<file path="src/rtl/itt3_pkg.sv">
// Shared constants, codes and types of the three-channel interval timer.
package itt3_pkg;

   localparam int COUNT_WIDTH      = 16;
   localparam int NUM_CHANNELS_DEF = 3;
   localparam int MAX_CHANNELS     = 3;

   typedef logic [COUNT_WIDTH-1:0] count_type;
   typedef logic [7:0]             byte_type;

   // Operation codes carried in the request word.
   localparam logic [2:0] OP_WRITE   = 3'd0;
   localparam logic [2:0] OP_READ    = 3'd1;
   localparam logic [2:0] OP_CLK_HI  = 3'd2;
   localparam logic [2:0] OP_CLK_LO  = 3'd3;
   localparam logic [2:0] OP_GATE_HI = 3'd4;
   localparam logic [2:0] OP_GATE_LO = 3'd5;

   localparam logic [1:0] PORT_CTRL = 2'd3;

   // Access modes from control word bits 5..4.
   localparam logic [1:0] ACC_LATCH = 2'd0;
   localparam logic [1:0] ACC_LO    = 2'd1;
   localparam logic [1:0] ACC_HI    = 2'd2;
   localparam logic [1:0] ACC_LOHI  = 2'd3;

   // Counting modes from control word bits 3..1.
   localparam logic [2:0] MODE_INT      = 3'd0;
   localparam logic [2:0] MODE_ONESHOT  = 3'd1;
   localparam logic [2:0] MODE_RATE     = 3'd2;
   localparam logic [2:0] MODE_SQUARE   = 3'd3;
   localparam logic [2:0] MODE_SWSTROBE = 3'd4;
   localparam logic [2:0] MODE_HWSTROBE = 3'd5;

   localparam byte_type READ_NONE = 8'hFF;

   // One-step command to a single channel; at most one flag is set.
   typedef struct packed {
      logic     wr_ctrl;
      logic     wr_data;
      logic     rd;
      logic     clk_hi;
      logic     clk_lo;
      logic     gate_hi;
      logic     gate_lo;
      byte_type data;
   } cmd_type;

   // What a channel reports for the step that it is given.
   typedef struct packed {
      logic     out_next;
      logic     rose;
      logic     fell;
      byte_type rd_byte;
   } chan_status_type;

endpackage

</file>
<file path="src/rtl/itt3_channel.sv">
// One timer channel: count, reload, latch and out state with its step logic.
module itt3_channel (
   input  logic                        clock,
   input  logic                        reset,
   input  logic                        step,
   input  itt3_pkg::cmd_type           cmd,
   output itt3_pkg::chan_status_type   status
);

   itt3_pkg::count_type count_ff, count_in;
   itt3_pkg::count_type period_ff, period_in;
   itt3_pkg::count_type latch_ff, latch_in;
   logic                latch_vld_ff, latch_vld_in;
   logic                toggle_ff, toggle_in;
   logic [2:0]          mode_ff, mode_in;
   logic [1:0]          access_ff, access_in;
   logic                run_ff, run_in;
   logic                gate_ff, gate_in;
   logic                clk_ff, clk_in;
   logic                out_ff, out_in;
   itt3_pkg::byte_type  rd_byte;

   always_comb begin
      logic [2:0]          new_mode;
      itt3_pkg::count_type rd_val;
      itt3_pkg::count_type dec;
      itt3_pkg::count_type sub;
      itt3_pkg::count_type new_period;
      count_in     = count_ff;
      period_in    = period_ff;
      latch_in     = latch_ff;
      latch_vld_in = latch_vld_ff;
      toggle_in    = toggle_ff;
      mode_in      = mode_ff;
      access_in    = access_ff;
      run_in       = run_ff;
      gate_in      = gate_ff;
      clk_in       = clk_ff;
      out_in       = out_ff;
      rd_byte      = '0;
      new_mode     = {1'b0, cmd.data[2:1]};
      rd_val       = latch_vld_ff ? latch_ff : count_ff;
      dec          = count_ff - itt3_pkg::COUNT_WIDTH'(1);
      sub          = '0;
      new_period   = period_ff;

      if (cmd.wr_ctrl) begin
         toggle_in = 1'b0;
         if (cmd.data[5:4] == itt3_pkg::ACC_LATCH) begin
            latch_vld_in = 1'b1;
            latch_in     = count_ff;
         end else begin
            // Modes six and seven fold onto two and three.
            new_mode  = (cmd.data[3] && cmd.data[2]) ? {1'b0, cmd.data[2:1]} : cmd.data[3:1];
            mode_in   = new_mode;
            access_in = cmd.data[5:4];
            out_in    = (new_mode != itt3_pkg::MODE_INT);
         end
      end else if (cmd.wr_data) begin
         if (mode_ff == itt3_pkg::MODE_INT || mode_ff == itt3_pkg::MODE_SWSTROBE) begin
            // Direct count load.
            case (access_ff)
               itt3_pkg::ACC_LO: begin
                  count_in = {count_ff[15:8], cmd.data};
                  run_in   = 1'b1;
               end
               itt3_pkg::ACC_HI: begin
                  count_in = {cmd.data, count_ff[7:0]};
                  run_in   = 1'b1;
               end
               itt3_pkg::ACC_LOHI: begin
                  if (toggle_ff) begin
                     count_in  = {cmd.data, count_ff[7:0]};
                     run_in    = 1'b1;
                     toggle_in = 1'b0;
                  end else begin
                     count_in  = {count_ff[15:8], cmd.data};
                     run_in    = 1'b0;
                     toggle_in = 1'b1;
                  end
               end
               default: ;
            endcase
            if (mode_ff == itt3_pkg::MODE_INT) begin
               out_in = 1'b0;
            end
         end else begin
            // Period load; the count picks it up only when idle.
            if (access_ff == itt3_pkg::ACC_LO || access_ff == itt3_pkg::ACC_HI ||
                (access_ff == itt3_pkg::ACC_LOHI && toggle_ff)) begin
               new_period = (access_ff == itt3_pkg::ACC_LO) ? {period_ff[15:8], cmd.data}
                                                           : {cmd.data, period_ff[7:0]};
               period_in  = new_period;
               toggle_in  = 1'b0;
               if (!run_ff) begin
                  count_in = new_period;
               end
               run_in = 1'b1;
            end else if (access_ff == itt3_pkg::ACC_LOHI) begin
               period_in = {period_ff[15:8], cmd.data};
               toggle_in = 1'b1;
            end
            if (mode_ff == itt3_pkg::MODE_ONESHOT) begin
               run_in = 1'b0;
            end
         end
      end else if (cmd.rd) begin
         case (access_ff)
            itt3_pkg::ACC_LO: begin
               rd_byte      = rd_val[7:0];
               latch_vld_in = 1'b0;
            end
            itt3_pkg::ACC_HI: begin
               rd_byte      = rd_val[15:8];
               latch_vld_in = 1'b0;
            end
            itt3_pkg::ACC_LOHI: begin
               if (toggle_ff) begin
                  toggle_in    = 1'b0;
                  rd_byte      = rd_val[15:8];
                  latch_vld_in = 1'b0;
               end else begin
                  toggle_in = 1'b1;
                  rd_byte   = rd_val[7:0];
               end
            end
            default: ;
         endcase
      end else if (cmd.clk_hi) begin
         clk_in = 1'b1;
      end else if (cmd.clk_lo) begin
         if (clk_ff) begin
            clk_in = 1'b0;
            if (run_ff) begin
               case (mode_ff)
                  itt3_pkg::MODE_INT, itt3_pkg::MODE_ONESHOT,
                  itt3_pkg::MODE_SWSTROBE, itt3_pkg::MODE_HWSTROBE: begin
                     if (mode_ff == itt3_pkg::MODE_ONESHOT || gate_ff) begin
                        count_in = dec;
                        if (dec == '0) begin
                           run_in = 1'b0;
                           out_in = 1'b1;
                        end
                     end
                  end
                  itt3_pkg::MODE_RATE: begin
                     if (gate_ff && dec == '0) begin
                        out_in   = 1'b0;
                        count_in = period_ff;
                     end else begin
                        out_in = 1'b1;
                        if (gate_ff) begin
                           count_in = dec;
                        end
                     end
                  end
                  itt3_pkg::MODE_SQUARE: begin
                     if (gate_ff) begin
                        // Odd counts lose one while out is high, three while low.
                        if (count_ff[0]) begin
                           sub = count_ff - (out_ff ? itt3_pkg::COUNT_WIDTH'(1)
                                                    : itt3_pkg::COUNT_WIDTH'(3));
                        end else begin
                           sub = count_ff - itt3_pkg::COUNT_WIDTH'(2);
                        end
                        if (sub == '0) begin
                           out_in   = !out_ff;
                           count_in = period_ff;
                        end else begin
                           count_in = sub;
                        end
                     end
                  end
                  default: ;
               endcase
            end
         end
      end else if (cmd.gate_hi) begin
         gate_in = 1'b1;
         if (mode_ff inside {itt3_pkg::MODE_ONESHOT, itt3_pkg::MODE_RATE,
                             itt3_pkg::MODE_SQUARE, itt3_pkg::MODE_HWSTROBE}) begin
            run_in   = 1'b1;
            count_in = period_ff;
         end
      end else if (cmd.gate_lo) begin
         gate_in = 1'b0;
      end
   end

   always_ff @(posedge clock) begin
      if (reset) begin
         count_ff     <= '0;
         period_ff    <= '0;
         latch_ff     <= '0;
         latch_vld_ff <= 1'b0;
         toggle_ff    <= 1'b0;
         mode_ff      <= itt3_pkg::MODE_INT;
         access_ff    <= itt3_pkg::ACC_LATCH;
         run_ff       <= 1'b0;
         gate_ff      <= 1'b1;
         clk_ff       <= 1'b0;
         out_ff       <= 1'b0;
      end else if (step) begin
         count_ff     <= count_in;
         period_ff    <= period_in;
         latch_ff     <= latch_in;
         latch_vld_ff <= latch_vld_in;
         toggle_ff    <= toggle_in;
         mode_ff      <= mode_in;
         access_ff    <= access_in;
         run_ff       <= run_in;
         gate_ff      <= gate_in;
         clk_ff       <= clk_in;
         out_ff       <= out_in;
      end
   end

   assign status.out_next = out_in;
   assign status.rose     = out_in && !out_ff;
   assign status.fell     = !out_in && out_ff;
   assign status.rd_byte  = rd_byte;

endmodule

</file>
<file path="src/rtl/interval_timer_three_channel.sv">
// Top level of the three-channel interval timer with its stream ports.
//
// The block models a three-channel interval timer in the style of the 8253.
// Every request word is one event: a bus write, a bus read, a rising or
// falling edge of one channel's clock, or a rise or fall of one channel's
// gate. Counting happens on falling clock edges.
// Every request word yields exactly one response word that carries the read
// byte, the out level of every channel and any out edge the event caused.
// A request is first captured in an input register; once the output register
// is free or being drained, the channels update their state and the response
// is written to the output register. Throughput is one word per cycle while
// the receiver does not stall; each event's channel update completes before
// the next event may look at the state.
// When the receiver stalls, the response holds in the output register and
// one more request is held in the input register; req_tready then drops.
// Reset clears both valid flags and puts every channel in its power-up
// state: counts, periods and latches zero, access mode zero, gate high,
// clock low and out low. Channels at or above NUM_CHANNELS do not exist:
// their events are ignored and reads of them return 0xFF.
module interval_timer_three_channel #(
   parameter int NUM_CHANNELS = itt3_pkg::NUM_CHANNELS_DEF
) (
   input  logic        clock,
   input  logic        reset,
   input  logic        req_tvalid,
   output logic        req_tready,
   // Fields from bit 0: operation[2:0], port[4:3], data[12:5], channel[14:13].
   input  logic [15:0] req_tdata,
   output logic        rsp_tvalid,
   input  logic        rsp_tready,
   // Fields from bit 0: read_data[7:0], out_levels[10:8], out_rose[11],
   // out_fell[12], changed_channel[14:13].
   output logic [15:0] rsp_tdata
);

   logic        in_vld_ff, in_vld_in;
   logic [14:0] in_word_ff, in_word_in;
   logic        rsp_vld_ff, rsp_vld_in;
   logic [14:0] rsp_word_ff, rsp_word_in;
   logic        advance;

   logic [2:0]         op;
   logic [1:0]         port;
   itt3_pkg::byte_type data;
   logic [1:0]         chan;

   itt3_pkg::cmd_type         cmd         [NUM_CHANNELS];
   itt3_pkg::chan_status_type chan_status [NUM_CHANNELS];

   itt3_pkg::byte_type read_data;
   logic [2:0]         out_levels;
   logic               out_rose;
   logic               out_fell;
   logic [1:0]         changed_channel;

   // The stage advances whenever the input register holds an event and the output register is free or being drained.
   assign advance    = in_vld_ff && (!rsp_vld_ff || rsp_tready);
   assign req_tready = !in_vld_ff || advance;

   always_comb begin
      in_vld_in  = in_vld_ff;
      in_word_in = in_word_ff;
      if (req_tvalid && req_tready) begin
         in_vld_in  = 1'b1;
         in_word_in = req_tdata[14:0];
      end else if (advance) begin
         in_vld_in = 1'b0;
      end
   end

   assign op   = in_word_ff[2:0];
   assign port = in_word_ff[4:3];
   assign data = in_word_ff[12:5];
   assign chan = in_word_ff[14:13];

   // Decode the event into a command for each channel that exists.
   for (genvar i = 0; i < NUM_CHANNELS; i++) begin : g_chan
      always_comb begin
         cmd[i].wr_ctrl = advance && op == itt3_pkg::OP_WRITE && port == itt3_pkg::PORT_CTRL
                          && data[7:6] == 2'(i);
         cmd[i].wr_data = advance && op == itt3_pkg::OP_WRITE && port == 2'(i);
         cmd[i].rd      = advance && op == itt3_pkg::OP_READ && port == 2'(i);
         cmd[i].clk_hi  = advance && op == itt3_pkg::OP_CLK_HI && chan == 2'(i);
         cmd[i].clk_lo  = advance && op == itt3_pkg::OP_CLK_LO && chan == 2'(i);
         cmd[i].gate_hi = advance && op == itt3_pkg::OP_GATE_HI && chan == 2'(i);
         cmd[i].gate_lo = advance && op == itt3_pkg::OP_GATE_LO && chan == 2'(i);
         cmd[i].data    = data;
      end

      itt3_channel u_channel (
         .clock  (clock),
         .reset  (reset),
         .step   (advance),
         .cmd    (cmd[i]),
         .status (chan_status[i])
      );
   end

   // Combine the channel reports; at most one channel acts per event.
   always_comb begin
      read_data       = '0;
      out_levels      = '0;
      out_rose        = 1'b0;
      out_fell        = 1'b0;
      changed_channel = '0;
      for (int i = 0; i < NUM_CHANNELS; i++) begin
         read_data     = read_data | chan_status[i].rd_byte;
         out_levels[i] = chan_status[i].out_next;
         out_rose      = out_rose | chan_status[i].rose;
         out_fell      = out_fell | chan_status[i].fell;
         if (chan_status[i].rose || chan_status[i].fell) begin
            changed_channel = 2'(i);
         end
      end
      // The control port and absent channels read as all ones.
      if (op == itt3_pkg::OP_READ && (port == itt3_pkg::PORT_CTRL ||
                                      32'(port) >= NUM_CHANNELS)) begin
         read_data = itt3_pkg::READ_NONE;
      end
   end

   always_comb begin
      rsp_vld_in  = rsp_vld_ff;
      rsp_word_in = rsp_word_ff;
      if (advance) begin
         rsp_vld_in  = 1'b1;
         rsp_word_in = {changed_channel, out_fell, out_rose, out_levels, read_data};
      end else if (rsp_tready) begin
         rsp_vld_in = 1'b0;
      end
   end

   always_ff @(posedge clock) begin
      if (reset) begin
         in_vld_ff  <= 1'b0;
         rsp_vld_ff <= 1'b0;
      end else begin
         in_vld_ff  <= in_vld_in;
         rsp_vld_ff <= rsp_vld_in;
      end
   end

   always_ff @(posedge clock) begin
      in_word_ff  <= in_word_in;
      rsp_word_ff <= rsp_word_in;
   end

   assign rsp_tvalid = rsp_vld_ff;
   assign rsp_tdata  = {1'b0, rsp_word_ff};

   // A single event can move a single out in one direction only.
   a_one_edge: assert property (@(posedge clock) disable iff (reset)
      rsp_vld_ff |-> !(rsp_word_ff[11] && rsp_word_ff[12]))
      else $error("out rose and fell in the same step");

   // Without an out change the reported channel stays zero.
   a_chan_zero: assert property (@(posedge clock) disable iff (reset)
      (rsp_vld_ff && !rsp_word_ff[11] && !rsp_word_ff[12]) |-> rsp_word_ff[14:13] == 2'd0)
      else $error("changed channel set without an out change");

   // A processed event always lands in the output register.
   a_advance_lands: assert property (@(posedge clock) disable iff (reset)
      advance |=> rsp_vld_ff)
      else $error("processed event produced no response");

   // An empty output register never blocks the input side.
   a_no_false_stall: assert property (@(posedge clock) disable iff (reset)
      !rsp_vld_ff |-> req_tready)
      else $error("input stalled while the output register was empty");

endmodule
</file>
<file path="config.mk">
export PLATFORM = sky130hd
export DESIGN_NAME = interval_timer_three_channel
export DESIGN_NICKNAME = d
export VERILOG_FILES = /design/src/rtl/itt3_pkg.sv /design/src/rtl/itt3_channel.sv /design/src/rtl/interval_timer_three_channel.sv
export SDC_FILE = /design/constraint.sdc
export NUM_CORES = 1
export LEC_CHECK = 0
export BUFFER_PORTS_ARGS = -buffer_cell sky130_fd_sc_hd__buf_4
export CAP_MARGIN = 20
export CORE_AREA = 4 4 166 168
export DETAILED_ROUTE_END_ITERATION = 12
export DIE_AREA = 0 0 170 172
export PLACE_DENSITY = 0.77
export SETUP_SLACK_MARGIN = 0.15
export SKIP_LAST_GASP = 1
export SYNTH_ARGS = -nofsm -noshare
export SYNTH_HDL_FRONTEND = slang
export SYNTH_SLANG_ARGS = --single-unit
export TNS_END_PERCENT = 1
</file>
<file path="constraint.sdc">
create_clock -name clock -period 6.35 [get_ports clock]
set_input_delay 1.27 -clock clock [delete_from_list [all_inputs] [get_ports clock]]
set_output_delay 1.27 -clock clock [all_outputs]
set_load 0.01 [all_outputs]
</file>
Word level (Yosys, flattened, before mapping)
Cells that the tools add are included.
- $add $sub $neg: 9
- magnitude comparators: 1
- equal/unequal tests: 102
- muxes and demuxes: 271
- bitwise gates (word level): 25
- reductions and logical operators: 152
- operators by type and width (cell ; number):
    $mux 16 ; 90
    $pmux 16 s3 ; 6
    $mux 1 ; 144
    $mux 8 ; 15
    $reduce_and 17->1 ; 6
    $logic_not 16->1 ; 6
    $pmux 8 s3 ; 3
    $ne 4x4->1 const B ; 12
    $sub 16x1->16 const B ; 3
    $sub 16x16->16 ; 3
    $sub 16x2->16 const B ; 3
    $reduce_and 5->1 ; 9
    $logic_and 1x1->1 ; 44
    $reduce_bool 3->1 ; 13
    $ne 4x3->1 const B ; 9
    $ne 5x1->1 const B ; 6
    $reduce_bool 2->1 ; 14
    $ne 3x1->1 const B ; 9
    $ne 3x3->1 const B ; 9
    $reduce_and 3->1 ; 9
    $reduce_and 9->1 ; 3
    $eq 3x2->1 const B ; 8
    $eq 3x3->1 const B ; 8
    $ne 2x1->1 const B ; 12
    23 further kinds ; 116
- flip-flop bits (word level): 209
- bits of input ports: 20
- word-level logic and storage cells: 605

Longest topological paths before layout
Gate-level depths: netlist of run 1.
- word-level depth: 27
- mapped depth: 17

Cells and area by module
A second synthesis of run 1 with hierarchy kept.
- cell total of the unflattened synthesis: 1906
- area, all modules: 14935.6 µm²
- modules (own cells, without submodules) (module ; times used ; cells each ; area an instance (µm²) ; sequential area each (µm²)):
    itt3_channel (g_chan[0].u_channel) ; 1 ; 621 ; 4642.0 ; 1181.1
    itt3_channel (g_chan[2].u_channel) ; 1 ; 610 ; 4521.8 ; 1181.1
    itt3_channel (g_chan[1].u_channel) ; 1 ; 566 ; 4271.6 ; 1181.1
    interval_timer_three_channel ; 1 ; 109 ; 1500.2 ; 940.9

Worst setup path before layout of run 1
Ideal clock, no wire load.
- path kind: input -> register
- start: in rsp_tready
- end: reg rsp_word_ff[12] (data pin)
- setup time: 0.259 ns
- arrival time: 3.406 ns
- required time: 6.091 ns
- slack: 2.684 ns
- cell stages on the path: 10
- path buffers: 1
- path through: nor2b_1 or4_1 or3b_1 clkbuf_1 o32a_1 a31oi_1 o21ai_1 ha_1 nor3_1 a21oi_1
- cells in the longest elaborated chain, start to end: 13
- elaborated cells on any way between the ends: 45
- classes of those cells: mux (15); bitwise (2); reduce/logical (28)
- ends and longest elaborated chain (what ; line ; RTL):
    start, declared ; interval_timer_three_channel.sv:30 ; input logic rsp_tready,
    $logic_or 1x1->1 * ; interval_timer_three_channel.sv:57 ; assign advance = in_vld_ff && (!rsp_vld_ff || rsp_tready);
    $logic_and 1x1->1 * ; interval_timer_three_channel.sv:57 ;
    $logic_and 1x1->1 (2 in series) ; interval_timer_three_channel.sv:84 ; cmd[i].clk_lo = advance && op == itt3_pkg::OP_CLK_LO && chan == 2'(i);
    $mux 1 ; itt3_channel.sv:131 ; end else if (cmd.clk_lo) begin
    $mux 1 ; itt3_channel.sv:129 ; end else if (cmd.clk_hi) begin
    $mux 1 ; itt3_channel.sv:107 ; end else if (cmd.rd) begin
    $mux 1 ; itt3_channel.sv:59 ; end else if (cmd.wr_data) begin
    $mux 1 ; itt3_channel.sv:47 ; if (cmd.wr_ctrl) begin
    $logic_not 1->1 ; itt3_channel.sv:220 ; assign status.fell = !out_in && out_ff;
    $logic_and 1x1->1 ; itt3_channel.sv:220 ;
    $or 1x1->1 ; interval_timer_three_channel.sv:110 ; out_fell = out_fell | chan_status[i].fell;
    $or 1x1->1 * ; interval_timer_three_channel.sv:110 ;
    named net out_fell ; interval_timer_three_channel.sv:53 ; logic out_fell;
    end signal, assigned ; interval_timer_three_channel.sv:145 ; rsp_word_ff <= rsp_word_in;
    end, declared ; interval_timer_three_channel.sv:39 ; logic [14:0] rsp_word_ff, rsp_word_in;
Mark *: on every way through the listed nets, which the timed path passes. The rest lies on a longest branch.
A chain may end at the register's enable or synchronous reset.

Worst setup path in the final report of run 1
- start: reg g_chan[2].u_channel.count_ff[2]
- end: reg g_chan[2].u_channel.count_ff[12]
- cells in the longest elaborated chain, start to end: 21
- elaborated cells on any way between the ends: 30
- classes of those cells: add/sub (3); eq/ne (1); mux (22); reduce/logical (4)
- ends and longest elaborated chain (what ; line ; RTL):
    start, declared ; itt3_channel.sv:10 ; itt3_pkg::count_type count_ff, count_in;
    start signal, assigned ; itt3_channel.sv:204 ; count_ff <= count_in;
    $sub 16x2->16 / $sub 16x16->16 (equally long branches) ; itt3_channel.sv:164, itt3_channel.sv:161 ;
    $mux 16 ; itt3_channel.sv:160 ; if (count_ff[0]) begin
    $mux 16 ; itt3_channel.sv:158 ; if (gate_ff) begin
    $mux 16 ; itt3_channel.sv:135 ; case (mode_ff)
    $mux 16 ; itt3_channel.sv:134 ; if (run_ff) begin
    $mux 16 ; itt3_channel.sv:132 ; if (clk_ff) begin
    $mux 16 ; itt3_channel.sv:131 ;
    $mux 16 ; itt3_channel.sv:129 ;
    [5 not listed] ; n/a ;
    $mux 16 ; itt3_channel.sv:158 ;
    $pmux 16 s3 ; itt3_channel.sv:135 ;
    $mux 16 ; itt3_channel.sv:134 ;
    $mux 16 ; itt3_channel.sv:132 ;
    $mux 16 ; itt3_channel.sv:131 ;
    $mux 16 ; itt3_channel.sv:129 ;
    $mux 16 ; itt3_channel.sv:107 ;
    $mux 16 ; itt3_channel.sv:59 ;
Parallel ways exist; a longest one is shown, timed or not. The select of a mux whose other input is x is not followed.

==> results of run 1 <==
[where the power goes]
group	total [W]	internal, W	leakage [nW]	switching, W
Clock	0.00157	0.000969	0.431	0.000601
Combinational	0.000252	0.0000931	3.34	0.000159
Sequential	0.00139	0.00136	1.74	0.0000316
[layout make-up]
| type | count | area [sq um] |
|---|---|---|
| flip-flops and latches | 209 | 4480 |
| well taps | 335 | 419 |
| multi-input cells | 1381 | 8940 |
| inverters | 43 | 161 |
| fillers | 2284 | 10600 |
| clock buffers | 32 | 682 |
| clock inverters | 13 | 218 |
| repair buffers | 53 | 395 |
[worst paths after layout]
check                                        from                                to  slack [ps]  cells past startpoint
setup / recovery  g_chan[2].u_channel.count_ff[2]  g_chan[2].u_channel.count_ff[12]        2080                     10
setup reg to reg  g_chan[2].u_channel.count_ff[2]  g_chan[2].u_channel.count_ff[12]        2080                     10
hold / removal    g_chan[2].u_channel.latch_ff[2]   g_chan[2].u_channel.latch_ff[2]         450                      2
hold reg to reg   g_chan[2].u_channel.latch_ff[2]   g_chan[2].u_channel.latch_ff[2]         450                      2
[registers in the layout, summed over array words and instances, names as in the netlist]
signal / count
g_chan.u_channel.period_ff: 48
g_chan.u_channel.access_ff: 6
g_chan.u_channel.latch_vld_ff: 3
g_chan.u_channel.mode_ff: 9
g_chan.u_channel.gate_ff: 3
rsp_tvalid: 1
g_chan.u_channel.toggle_ff: 3
in_word_ff: 15
g_chan.u_channel.out_ff: 3
g_chan.u_channel.latch_ff: 48
g_chan.u_channel.run_ff: 3
in_vld_ff: 1
g_chan.u_channel.clk_ff: 3
g_chan.u_channel.count_ff: 48
rsp_word_ff: 15
[worst max-delay path, stage by stage, from the launching register on]
cell and delay (ps):
dfxtp_1 470, inv_1 190, ha_1 210, nor2b_1 720
nand4_1 220, xnor2_1 220, nor4_1 660, nand4_1 400
o32ai_2 740, and2_1 240, a221o_1 140
[per-layer routing]
| layer | up-vias | part of all wire |
|---|---|---|
| li1 | 6388 | - |
| met1 | 6448 | 0.41 |
| met2 | 774 | 0.44 |
| met3 | 168 | 0.097 |
| met4 | 0 | 0.058 |
| met5 | - | 0 |
[kinds of logic after synthesis]
kind of cell               after synthesis
DFF                                    209
AOI/OAI and AO/OA                      441
adders and majority gates               36
buffers and inverters                  182
and+or+nand+nor                        699
other                                    1
xor gates and xnor gates                65
muxes                                  139
[metrics by stage]
step	setup slack, ps	util	hold WS, ps
6_report	2080	0.591	455
3_3_place_gp	2010	0.556	441
5_1_grt	1740	0.591	469
3_5_place_dp	1850	0.556	446
4_1_cts	2250	0.590	455
2_1_floorplan	2680	-	436
[cell usage in the layout, fill, tap and decap left out, drive strengths merged, types with 18 or more instances in the layout]
| cell type | n |
|---|---|
| a211oi | 28 |
| a21oi | 92 |
| a22oi | 37 |
| a31oi | 18 |
| and3 | 24 |
| buf | 53 |
| clkbuf | 32 |
| dfxtp | 179 |
| edfxtp | 30 |
| ha | 36 |
| inv | 44 |
| mux2i | 135 |
| nand2 | 184 |
| nand2b | 22 |
| nand3 | 60 |
| nand4 | 20 |
| nor2 | 217 |
| nor3 | 48 |
| nor4 | 22 |
| o211ai | 19 |
| o21ai | 91 |
| o22ai | 31 |
| or3 | 18 |
| or4 | 18 |
| xnor2 | 36 |
| xor2 | 29 |
==> flow_metrics.env, run 1 <==
export IMPL_drive_above_1_share=0.0809
export IMPL_grt_pass1_wl_um=69500
export IMPL_setup_viol=0
export IMPL_fin_area_sq_um=15300
export IMPL_p_total_w=0.00321
export IMPL_cp_arrival_ps=4740
export IMPL_grt_max_degree=80
export IMPL_synth_cells=1772
export IMPL_synth_top_flop_cell="dfxtp_1"
export IMPL_numPlacedInstances=2020
export IMPL_die_w_um=170
export IMPL_cts_hold_buf=0
export IMPL_critPathKind="reg2reg"
export IMPL_totalWireLength_um=44100
export IMPL_startpoint_type="flop"
export IMPL_dr_first_iter_drc_count=1692
export IMPL_synth_top_area_cell="dfxtp_1"
export IMPL_synth_mux_area_frac=0.0987
export IMPL_p_leak_nw=5.51
export IMPL_yosysMostFrequentCell="nor2_1"
export IMPL_io_pins=38
export IMPL_cts_tree="done"
export IMPL_overflow=0
export IMPL_synth_top_cells_by_area="dfxtp_1 (25%), mux2i_1 (9.5%), edfxtp_1 (6.4%)"
export IMPL_final_setup_tns_ps=0
export IMPL_cts_buffers=25
export IMPL_synthAdderAreaFrac=0.0318
export IMPL_ctsRootBufferMaster="clkbuf_16"
export IMPL_netlist_area_leader_share=0.253
export IMPL_met2_usage=0.455
export IMPL_synth_seq_cells=209
export IMPL_finalHoldViolations=0
export IMPL_irDropWorstVdd_mv=0.220
export IMPL_synth_nets=1828
export IMPL_vias_per_cell=6.67
export IMPL_synth_avg_cell_area_sq_um=7.99
export IMPL_path_clk_slew_ps=60
export IMPL_async_reset_ff_frac=0
export IMPL_busiest_layer="met2"
export IMPL_postRouteAntennaNets=0
export IMPL_fmax_ghz=0.234
export IMPL_cts_resized=0
export IMPL_ys_types=102
export IMPL_fin_crit_sh=0.672
export IMPL_place_area_sq_um=14400
export IMPL_hold_class="reg2reg"
export IMPL_powerDensity_nw_per_um2=210
export IMPL_final_max_slew_viol_count=0
export IMPL_n_antenna_cell=0
export IMPL_synth_yosys_seq_area_share=0.317
export IMPL_grt_use_met1=0.393
export IMPL_finish_net_count=1769
export IMPL_netlist_area_sq_um=14200
export IMPL_grtUsageTotal=0.292
export IMPL_antenna_found_initial=0
export IMPL_area_growth_pct=8.13
export IMPL_wl_per_cell_um=21.3
export IMPL_firstDrtPassIters=8
export IMPL_cts_buffer_depth=3
export IMPL_slew_headroom=0.269
export IMPL_initial_core_util=0.546
export IMPL_synth_xor_xnor_area_share=0.0402
export IMPL_cts_setup_buffers=0
export IMPL_min_period_ps=4270
export IMPL_yosys_top_cells_count="nor2_1 (215), nand2_1 (184), dfxtp_1 (179), mux2i_1 (135), clkbuf_1 (104)"
export IMPL_grt_pass1_vias=12800
export IMPL_synth_top_family_by_area="simple AND/OR/NAND/NOR gates"
export IMPL_synth_edf_count=30
export IMPL_row_count=59
export IMPL_clk_latency_ps=530
export IMPL_dp_final_hpwl_um=30800
export IMPL_worstMarginPinSlew_ps=1090
export IMPL_outcome="finished, final reports clean"
export IMPL_port_buffers=35
export IMPL_die_area_sq_um=29200
export IMPL_cts_max_level=1
export IMPL_finClkSkew_ps=14.0
export IMPL_drv_cap=0
export IMPL_synth_compound_area_share=0.215
export IMPL_fp_dieH_um=172
export IMPL_cp_end_kind="flop"
export IMPL_gp_congestion=1.00
export IMPL_cts_sinks=209
export IMPL_rsz0062_at_grt="false"
export IMPL_drc=0
export IMPL_finalNonFillerCells=2066
export IMPL_vias=13800
export IMPL_core_sq_um=25900
export IMPL_yosysWarnings=0
export IMPL_met3_usage=0.0437
export IMPL_worstPathRequired_ps=6820
export IMPL_synth_simple_gate_area_share=0.246
export IMPL_path_max_fanout=13
No activity file was read; power rests on OpenSTA's default activity.
==> run 2, diff against run 1 <==
--- a/config.mk
+++ b/config.mk
@@ -5,12 +5,13 @@
 export SDC_FILE = /design/constraint.sdc
 export NUM_CORES = 1
 export LEC_CHECK = 0
+export ABC_AREA = 1
 export BUFFER_PORTS_ARGS = -buffer_cell sky130_fd_sc_hd__buf_4
 export CAP_MARGIN = 20
-export CORE_AREA = 4 4 166 168
+export CORE_AREA = 4 4 176 178
 export DETAILED_ROUTE_END_ITERATION = 12
-export DIE_AREA = 0 0 170 172
-export PLACE_DENSITY = 0.77
+export DIE_AREA = 0 0 180 182
+export PLACE_DENSITY = 0.76
 export SETUP_SLACK_MARGIN = 0.15
 export SKIP_LAST_GASP = 1
 export SYNTH_ARGS = -nofsm -noshare
==> constraint.sdc (replaced) <==
create_clock -name clock -period 4.2 [get_ports clock]
set_input_delay 0.84 -clock clock [delete_from_list [all_inputs] [get_ports clock]]
set_output_delay 0.84 -clock clock [all_outputs]
set_load 0.01 [all_outputs]
==> flow_metrics.env, run 2 <==
export IMPL_min_from="req_tdata[0]"
export IMPL_ctsRootBufferMaster="clkbuf_16"
export IMPL_synth_xor_xnor_area_share=0.0175
export IMPL_yosys_top_cells_count="nand2_1 (657), nor2_1 (306), a21oi_1 (252), o21ai_0 (246), inv_1 (240)"
export IMPL_gp_congestion=0.996
export IMPL_drv_cap=0
export IMPL_drc=0
export IMPL_fillCellCount=2859
export IMPL_drive_above_1_share=0.0826
export IMPL_worstHoldEndpoint="in_word_ff[0]"
export IMPL_fmax_ghz=0.271
export IMPL_dp_slack_ps=608
export IMPL_final_setup_worst_slack_ps=512
export IMPL_synth_avg_cell_area_sq_um=6.13
export IMPL_r2r_end="rsp_word_ff[13]"
export IMPL_cts_buffer_depth=3
export IMPL_startpoint_type="flop"
export IMPL_rsz0062_at_grt="false"
export IMPL_critPathSlowestCell="dfxtp_1"
export IMPL_multi_input_area_sq_um=9900
export IMPL_grt_max_degree=71
export IMPL_cts_resized=0
export IMPL_cts_hold_buf=0
export IMPL_path_cells="ha_1, o21ai_0, inv_1, nor2_2, nand2_1, nand2_1, nand2_1, nor2_1, nand2_1, nor2_2, nand2_1, nand2_1, nand3_1, nand2_1, nand2_1, nand2_1, nand2_1, nand2_1, inv_1, ha_1, inv_1, nor2_1"
export IMPL_cts_sinks=209
export IMPL_grt_pass1_vias=16200
export IMPL_synth_seq_cells=209
export IMPL_finalHoldViolations=0
export IMPL_postRouteAntennaNets=0
export IMPL_ys_types=53
export IMPL_synth_cells=2595
export IMPL_io_pins=38
export IMPL_yosysWarnings=0
export IMPL_synth_top_flop_cell="dfxtp_1"
export IMPL_finClkSkew_ps=24.0
export IMPL_netlist_area_leader_share=0.225
export IMPL_p_sw_w=0.00121
export IMPL_path_clk_slew_ps=60
export IMPL_layout_common_cells="nand2_1 (657), nor2_1 (303), a21oi_1 (252)"
export IMPL_synth_simple_gate_area_share=0.342
export IMPL_synth_top_family_by_area="simple AND/OR/NAND/NOR gates"
export IMPL_netlist_area_sq_um=15900
export IMPL_ff_latch_area_sq_um=4480
export IMPL_dr_first_iter_drc_count=2564
export IMPL_async_reset_ff_frac=0
export IMPL_path_max_fanout=6
export IMPL_clock_power_share=0.496
export IMPL_worstMarginPinSlew_ps=1060
export IMPL_p_int_w=0.00349
export IMPL_setup_viol=0
export IMPL_n_antenna_cell=0
export IMPL_core_sq_um=29400
export IMPL_min_period_ps=3690
export IMPL_synth_edf_count=30
export IMPL_fp_dieH_um=182
export IMPL_synth_yosys_seq_area_share=0.282
export IMPL_grtUsageTotal=0.334
export IMPL_layout_commonest_cell="nand2_1"
export IMPL_synth_compound_area_share=0.233
export IMPL_area_growth_pct=9.79
export IMPL_row_count=63
export IMPL_antenna_found_initial=0
export IMPL_clk_latency_ps=560
export IMPL_irDropWorstVdd_mv=0.333
export IMPL_dp_final_hpwl_um=42300
export IMPL_vias=18200
export IMPL_cp_arrival_ps=3990
export IMPL_r2r_slack_ps=510
export IMPL_yosysMostFrequentCell="nand2_1"
export IMPL_synth_top_cells_by_area="dfxtp_1 (23%), nand2_1 (16%), a21oi_1 (7.9%)"
export IMPL_power_frac_comb=0.064
export IMPL_cts_tree="done"
export IMPL_p_sw_frac=0.257
export IMPL_cts_buffers=26
export IMPL_cp_end_kind="flop"
export IMPL_worstPathRequired_ps=4500
export IMPL_cpPeakStageDelay_ps=660
export IMPL_vias_per_cell=6.07
export IMPL_biggestRegsByFlops="g_chan.u_channel.count_ff (48), g_chan.u_channel.latch_ff (48), g_chan.u_channel.period_ff (48)"
export IMPL_totalWireLength_um=57500
export IMPL_p_seq_frac=0.441
export IMPL_fin_crit_sh=0.878
export IMPL_cp_common_cell="nand2_1"
export IMPL_critPathKind="reg2reg"
export IMPL_cts_max_level=1
export IMPL_outcome="finished, final reports clean"
export IMPL_overflow=0
export IMPL_grt_pass1_wl_um=89500
export IMPL_synth_nets=2651
export IMPL_powerDensity_nw_per_um2=269
export IMPL_synthAdderAreaFrac=0.0283
export IMPL_cts_setup_buffers=0
export IMPL_slew_headroom=0.291
export IMPL_die_w_um=180
export IMPL_wl_per_cell_um=19.2
export IMPL_synth_mux_area_frac=0.000708
export IMPL_firstDrtPassIters=7
export IMPL_reg2reg_depth=22
export IMPL_hold_class="in2reg"
export IMPL_p_leak_nw=7.73
export IMPL_final_max_slew_viol_count=0
export IMPL_finish_net_count=2650
export IMPL_port_buffers=35
export IMPL_initial_core_util=0.541
export IMPL_synth_top_area_cell="dfxtp_1"
export IMPL_final_setup_tns_ps=0
export IMPL_die_area_sq_um=32800
export IMPL_worstReg2RegStart="g_chan[2].u_channel.out_ff"
export IMPL_hold_depth=1
run 2: changes by cell type after synthesis, sizes merged, moves of 25 or more:
| cell | before | now |
|---|---|---|
| o21ai | 91 | 257 |
| xnor2 | 36 | 1 |
| a21oi | 92 | 252 |
| nand3 | 60 | 183 |
| a22oi | 37 | 0 |
| a211oi | 28 | 53 |
| inv | 42 | 252 |
| mux2i | 135 | 0 |
| nor2 | 217 | 335 |
| nor3 | 48 | 22 |
| nand2 | 184 | 670 |
run 2: power by group through the flow:
stage               Clock [W]  Combinational (W)  Sequential (W)
detailed placement          0           0.000289         0.00211
global placement            0           0.000285         0.00211
CTS                   0.00234           0.000291         0.00207
global route          0.00243           0.000324         0.00207
finish                0.00233           0.000300         0.00207
floorplan                   0           0.000184         0.00210
run 2: worst max-delay path by stage:
stage,from,end,depth (start not counted)
final,g_chan[2].u_channel.out_ff,rsp_word_ff[13],22
after global routing,g_chan[2].u_channel.out_ff,rsp_word_ff[13],22
after CTS,g_chan[2].u_channel.out_ff,rsp_word_ff[13],22
after detailed placement,rsp_tready,g_chan[0].u_channel.count_ff[3],15
after global placement,g_chan[2].u_channel.out_ff,rsp_word_ff[13],22
after floorplan,g_chan[2].u_channel.count_ff[1],rsp_word_ff[13],24
run 2: stage by stage:
stage          area [sq um]  hold slack, ps  power [W]   util  instances
2_1_floorplan         15900             454    0.00229      -       2595
3_3_place_gp          16500             471    0.00240  0.560       2952
3_5_place_dp          16500             481    0.00240  0.560       2952
4_1_cts               17400             457    0.00470  0.590       3000
5_1_grt               17500             462    0.00483  0.594       3004
6_report              17500             470    0.00470  0.594       3004
run 2: layer usage:
metal,global-route usage,vias to the layer above,part of all wire
met2,0.513,1076,0.43
met5,0,-,0
li1,-,8701,-
met3,0.0661,192,0.12
met4,0.131,0,0.047
met1,0.464,8273,0.41
run 2: critical path: cells and delay by family (launching register included):
kind                     cells  cell delay [ps]
flip-flops                   1              660
AND/OR/NAND/NOR             16             1550
buffers and inverters        3              250
adder cells (fa/ha/maj)      2              630
AO/OA/AOI/OAI                1              340
run 2: final cells by class:
| type | count | area share |
|---|---|---|
| multi-input cells | 2009 | 0.567 |
| flip-flops and latches | 209 | 0.257 |
| inverters | 263 | 0.0566 |
| clock buffers | 32 | 0.0416 |
| repair buffers | 85 | 0.0410 |
| well taps | 390 | 0.0279 |
| clock inverters | 16 | 0.00903 |
run 2: cells by family (layout without fill, tap and decap cells):
| group | after synthesis | count (layout) |
|---|---|---|
| and+or+nand+nor | 1275 | 1275 |
| other | 1 | 1 |
| AOI/OAI and AO/OA | 666 | 666 |
| muxes | 1 | 1 |
| adders and majority gates | 36 | 36 |
| xor gates and xnor gates | 30 | 30 |
| buffers and inverters | 377 | 396 |
| DFF | 209 | 209 |
